File: config.mk
export PLATFORM = sky130hd
export DESIGN_NAME = skt_ctrl
export DESIGN_NICKNAME = d
export VERILOG_FILES = /design/src/design/skt_pkg.sv /design/src/design/skt_ctrl.sv
export SDC_FILE = /design/constraint.sdc
export NUM_CORES = 1
export LEC_CHECK = 0
export BUFFER_PORTS_ARGS = -buffer_cell sky130_fd_sc_hd__buf_2
export CAP_MARGIN = 20
export CORE_AREA = 2 2 39 41
export CTS_CLUSTER_SIZE = 24
export DETAILED_ROUTE_END_ITERATION = 6
export DIE_AREA = 0 0 41 43
export PLACE_DENSITY = 0.3
export SLEW_MARGIN = 20
export SYNTH_ARGS = -nofsm -noshare
export SYNTH_HDL_FRONTEND = slang
export SYNTH_SLANG_ARGS = --single-unit
File: constraint.sdc
create_clock -name clk -period 1.3 [get_ports clk]
set_clock_uncertainty 0.2 [all_clocks]
set_input_delay 0.065 -clock clk [delete_from_list [all_inputs] [get_ports clk]]
set_output_delay 0.065 -clock clk [all_outputs]
set_load 0.005 [all_outputs]
File: src/design/skt_pkg.sv
// Shared types, constants and codes for the sorted key table.
`timescale 1ns / 1ps
`default_nettype none

package skt_pkg;

    localparam int DEPTH       = 64;
    localparam int MAX_RESULTS = 64;
    localparam int CNT_W       = $clog2(DEPTH + 1);
    localparam int KEY_W       = 14;
    localparam int TAG_W       = 2;
    localparam int WT_W        = 4;
    localparam int SUM_W       = 10;
    localparam int OP_W        = 2;
    localparam int STATUS_W    = 2;

    localparam logic [OP_W-1:0] OP_INSERT = 2'd0;
    localparam logic [OP_W-1:0] OP_DROP   = 2'd1;
    localparam logic [OP_W-1:0] OP_LIST   = 2'd2;

    localparam logic [STATUS_W-1:0] ST_OK        = 2'd0;
    localparam logic [STATUS_W-1:0] ST_NOT_FOUND = 2'd1;
    localparam logic [STATUS_W-1:0] ST_FULL      = 2'd2;

    typedef enum logic [1:0] {
        S_IDLE,
        S_UPDATE,
        S_LIST
    } state_t;

    typedef struct packed {
        logic [KEY_W-1:0] key;
        logic [TAG_W-1:0] tag;
        logic [WT_W-1:0]  wt;
    } entry_t;

    typedef struct packed {
        logic capture;
        logic apply;
        logic list_step;
    } ctrl_t;

    typedef struct packed {
        logic list_end;
    } stat_t;

endpackage

`default_nettype wire

File: src/design/skt_ctrl.sv
// Controller state machine for the sorted key table.
`timescale 1ns / 1ps
`default_nettype none

module skt_ctrl (
    input  wire logic                     clk,
    input  wire logic                     rst_n,
    input  wire logic                     start,
    input  wire logic [skt_pkg::OP_W-1:0] opcode,
    input  wire skt_pkg::stat_t           stat,
    output skt_pkg::ctrl_t                ctrl,
    output logic                          busy
);

    skt_pkg::state_t state_reg;
    skt_pkg::state_t state_next;

    always_ff @(posedge clk or negedge rst_n)
    begin
        if (!rst_n)
        begin
            state_reg <= skt_pkg::S_IDLE;
        end
        else
        begin
            state_reg <= state_next;
        end
    end

    always_comb
    begin
        state_next     = state_reg;
        ctrl.capture   = 1'b0;
        ctrl.apply     = 1'b0;
        ctrl.list_step = 1'b0;
        busy           = 1'b1;
        case (state_reg)
            skt_pkg::S_IDLE:
            begin
                busy = 1'b0;
                if (start)
                begin
                    ctrl.capture = 1'b1;
                    if (opcode == skt_pkg::OP_LIST)
                    begin
                        state_next = skt_pkg::S_LIST;
                    end
                    else
                    begin
                        state_next = skt_pkg::S_UPDATE;
                    end
                end
            end
            skt_pkg::S_UPDATE:
            begin
                ctrl.apply = 1'b1;
                state_next = skt_pkg::S_IDLE;
            end
            skt_pkg::S_LIST:
            begin
                ctrl.list_step = 1'b1;
                if (stat.list_end)
                begin
                    state_next = skt_pkg::S_IDLE;
                end
            end
            default:
            begin
                state_next = skt_pkg::S_IDLE;
            end
        endcase
    end

endmodule

`default_nettype wire

==> impl_metrics.csv <==
group,metric,value,unit
run_status,outcome,"completed",
synth,synth_top_area_cell,"dfrtp_1",
synth,yosys.area_share.simple,43.01,%
detailed_routing,first_iter_violations,4,
clock_network,clock_path_buffers,2,
timing,slew_headroom,88.31,%
clock_network,clk_latency,0.23,ns
worst_setup_path,critPathLaunchType,"register",
synth,synth_top_family_by_area,"simple AND/OR/NAND/NOR gates",
synth,synth-adder-area-share,0,%
pwr,irDropWorstVdd,0.3243,mV
clock_network,clkTransAtPathRegs,0.03,ns
synth,synth-seq-cells,2,
placement,dp_hpwl,263.8,µm
synth,netlist.area_leader.share,43.01,%
cells_and_area,synthToLayoutAreaGrowth,141.9,%
synth,synth_area_per_cell,10.58,µm²
worst_setup_path,cp_max_fo,5,
clock_network,h-tree-depth,1,
detailed_routing,totalWireLength,377,µm
die,placementRows,14,
pwr,power_leakage,0.1399,nW
cells_and_area,fillers,156,
placement,port_buffers,9,
die,die_h,43,µm
die,start_util,8.409,%
die,boundaryPins,10,
timing,whs,0.06308,ns
synth,yosys-mux-area-fraction,0,%
global_route,first_global_vias,150,
timing,min_period,1.273,ns
timing,setup_viol,0,
job,maxCapViolCount,0,
synth,synth-xor-area-share,0,%
clock_network,root_buffer,"clkbuf_4",
global_route,grt_pass1_wl,634,µm
placement,place_congestion,0.4870,
worst_setup_path,worstSetupPathType,"register to output port",
die,die_width,41,µm
timing,tightest_slew,0.1746,ns
cells_and_area,diodes,0,
global_route,grt_max_degree,6,
timing,setup_tns,0,ns
detailed_routing,drc,0,
detailed_routing,antenna_left,0,
clock_network,clock_sinks,2,
synth,syn-num-nets,17,
synth,syn_area,116.4,µm²
cells_and_area,drive_above_1_share,53.33,%
detailed_routing,via_per_inst,3.283,
cells_and_area,nNetsFinal,38,
cells_and_area,final_core_util,20.34,%
clock_network,cts_buffers,3,
cells_and_area,layout_commonest_cell,"buf_2",
synth,ys_warn_count,0,
die,die-area,0.001763,mm²
timing,finalCritPeriodShare,97.91,%
worst_setup_path,crit_required,1.03,ns
synth,seq_area_frac_synth,43.01,%
synth,ys_top_cells_by_area,"dfrtp_1 (43%), nor3b_2 (11%), nand4bb_1 (9.7%)",
clock_network,cts_tree,"done",
detailed_routing,vias,151,
global_route,grtUsageTotal,6.426,%
die,core,0.001384,mm²
global_route,overflow,0,
worst_setup_path,crit_arrival,1.01,ns
cells_and_area,layout_common_cells,"buf_2 (8), dlygate4sd3_1 (6), clkbuf_4 (3)",
global_route,antenna_found_initial,0,
timing,max_freq,0.7856,GHz
min_path,hold_class,"primary input to register",
timing,drv_slew,0,
timing,rsz0062_at_grt,"yes",
worst_setup_path,endpoint_kind,"output port",
detailed_routing,wire_per_inst,8.196,µm
pwr,power.density,1004,mW/mm²
synth,synth_cell_types,10,
synth,synth_compound_area_share,10.75,%
synth,synthCells,11,
timing,hold_viol,0,
detailed_routing,drt_first_pass_iters,2,
cells_and_area,largest_reg_flops,2,
[cell type report]
type,instances,area (µm²),share of cell area (%)
Clock buffer,3,22.52,8.000
Timing Repair Buffer,16,118.9,42.22
Sequential cell,2,51.30,18.22
Inverter,1,3.754,1.333
Tap cell,16,20.02,7.111
Multi-Input combinational cell,8,65.06,23.11
[layer usage]
metal / vias up / wire length [µm] / GRT usage [%]
li1: 76 / - / -
met1: 65 / 187 / 6.752
met2: 10 / 130 / 5.938
met3: 0 / 59 / 7.853
met4: 0 / 0 / 6.000
met5: - / 0 / 0
[final timing paths]
kind / from / end / slack [ns] / cells after the start
max in group asynchronous: rst_n / state_reg[0]$_DFFE_PN0P_ / 0.25 / 3
min in group asynchronous: rst_n / state_reg[1]$_DFFE_PN0P_ / 0.50 / 3
worst min register to register: state_reg[0]$_DFFE_PN0P_ / state_reg[1]$_DFFE_PN0P_ / 0.27 / 1
worst max-delay path: state_reg[0]$_DFFE_PN0P_ / busy / 0.03 / 2
worst min-delay path: start / state_reg[0]$_DFFE_PN0P_ / 0.06 / 3
worst max register to register: state_reg[1]$_DFFE_PN0P_ / state_reg[1]$_DFFE_PN0P_ / 0.19 / 3
[critical path: stages, from the launching register on]
cell	delay (ns)
dfrtp_2	0.42
or2_4	0.25
buf_6	0.11
[cells by family (layout without fill, tap and decap cells)]
| logic type | Yosys count | after routing |
|---|---|---|
| compound gates | 2 | 2 |
| buf+inv | 1 | 20 |
| flops | 2 | 2 |
| simple gates | 6 | 6 |
[synth_stat cells]
cell type	number
and2b_1	1
nor2b_1	1
a21boi_1	1
nor3b_2	1
dfrtp_1	2
a21oi_1	1
or2_2	1
nand4bb_1	1
nand2b_1	1
inv_1	1
[where the power goes]
group          leakage, nW  internal [mW]  switching [mW]
Sequential          0.0250         0.0685         0.00651
Combinational        0.101         0.0480          0.0203
Clock               0.0138          0.102          0.0375
[what timing repair did]
| item | 4_1_cts | 5_1_grt |
|---|---|---|
| setup buffers | 1 | 0 |
| pin swaps | 0 | 1 |
| setup endpoints to repair | 1 | 2 |
| resized for setup | 1 | 2 |
| endpoints found under the hold margin | 4 | 0 |
| hold buffers | 6 | 0 |
[per-stage QoR]
stage | setup WS [ns] | area [µm²] | total power, mW | instances
after global routing | -0.02856 | 281.5 | 0.3103 | 46
after floorplan | 0.2522 | 116.4 | 0.09397 | 11
after CTS | 0.01953 | 274.0 | 0.2865 | 46
after global placement | 0.2221 | 181.4 | 0.1165 | 36
after detailed placement | 0.2031 | 181.4 | 0.1179 | 36
final | 0.02714 | 281.5 | 0.2828 | 46
Power figures use the tool's default switching activity.
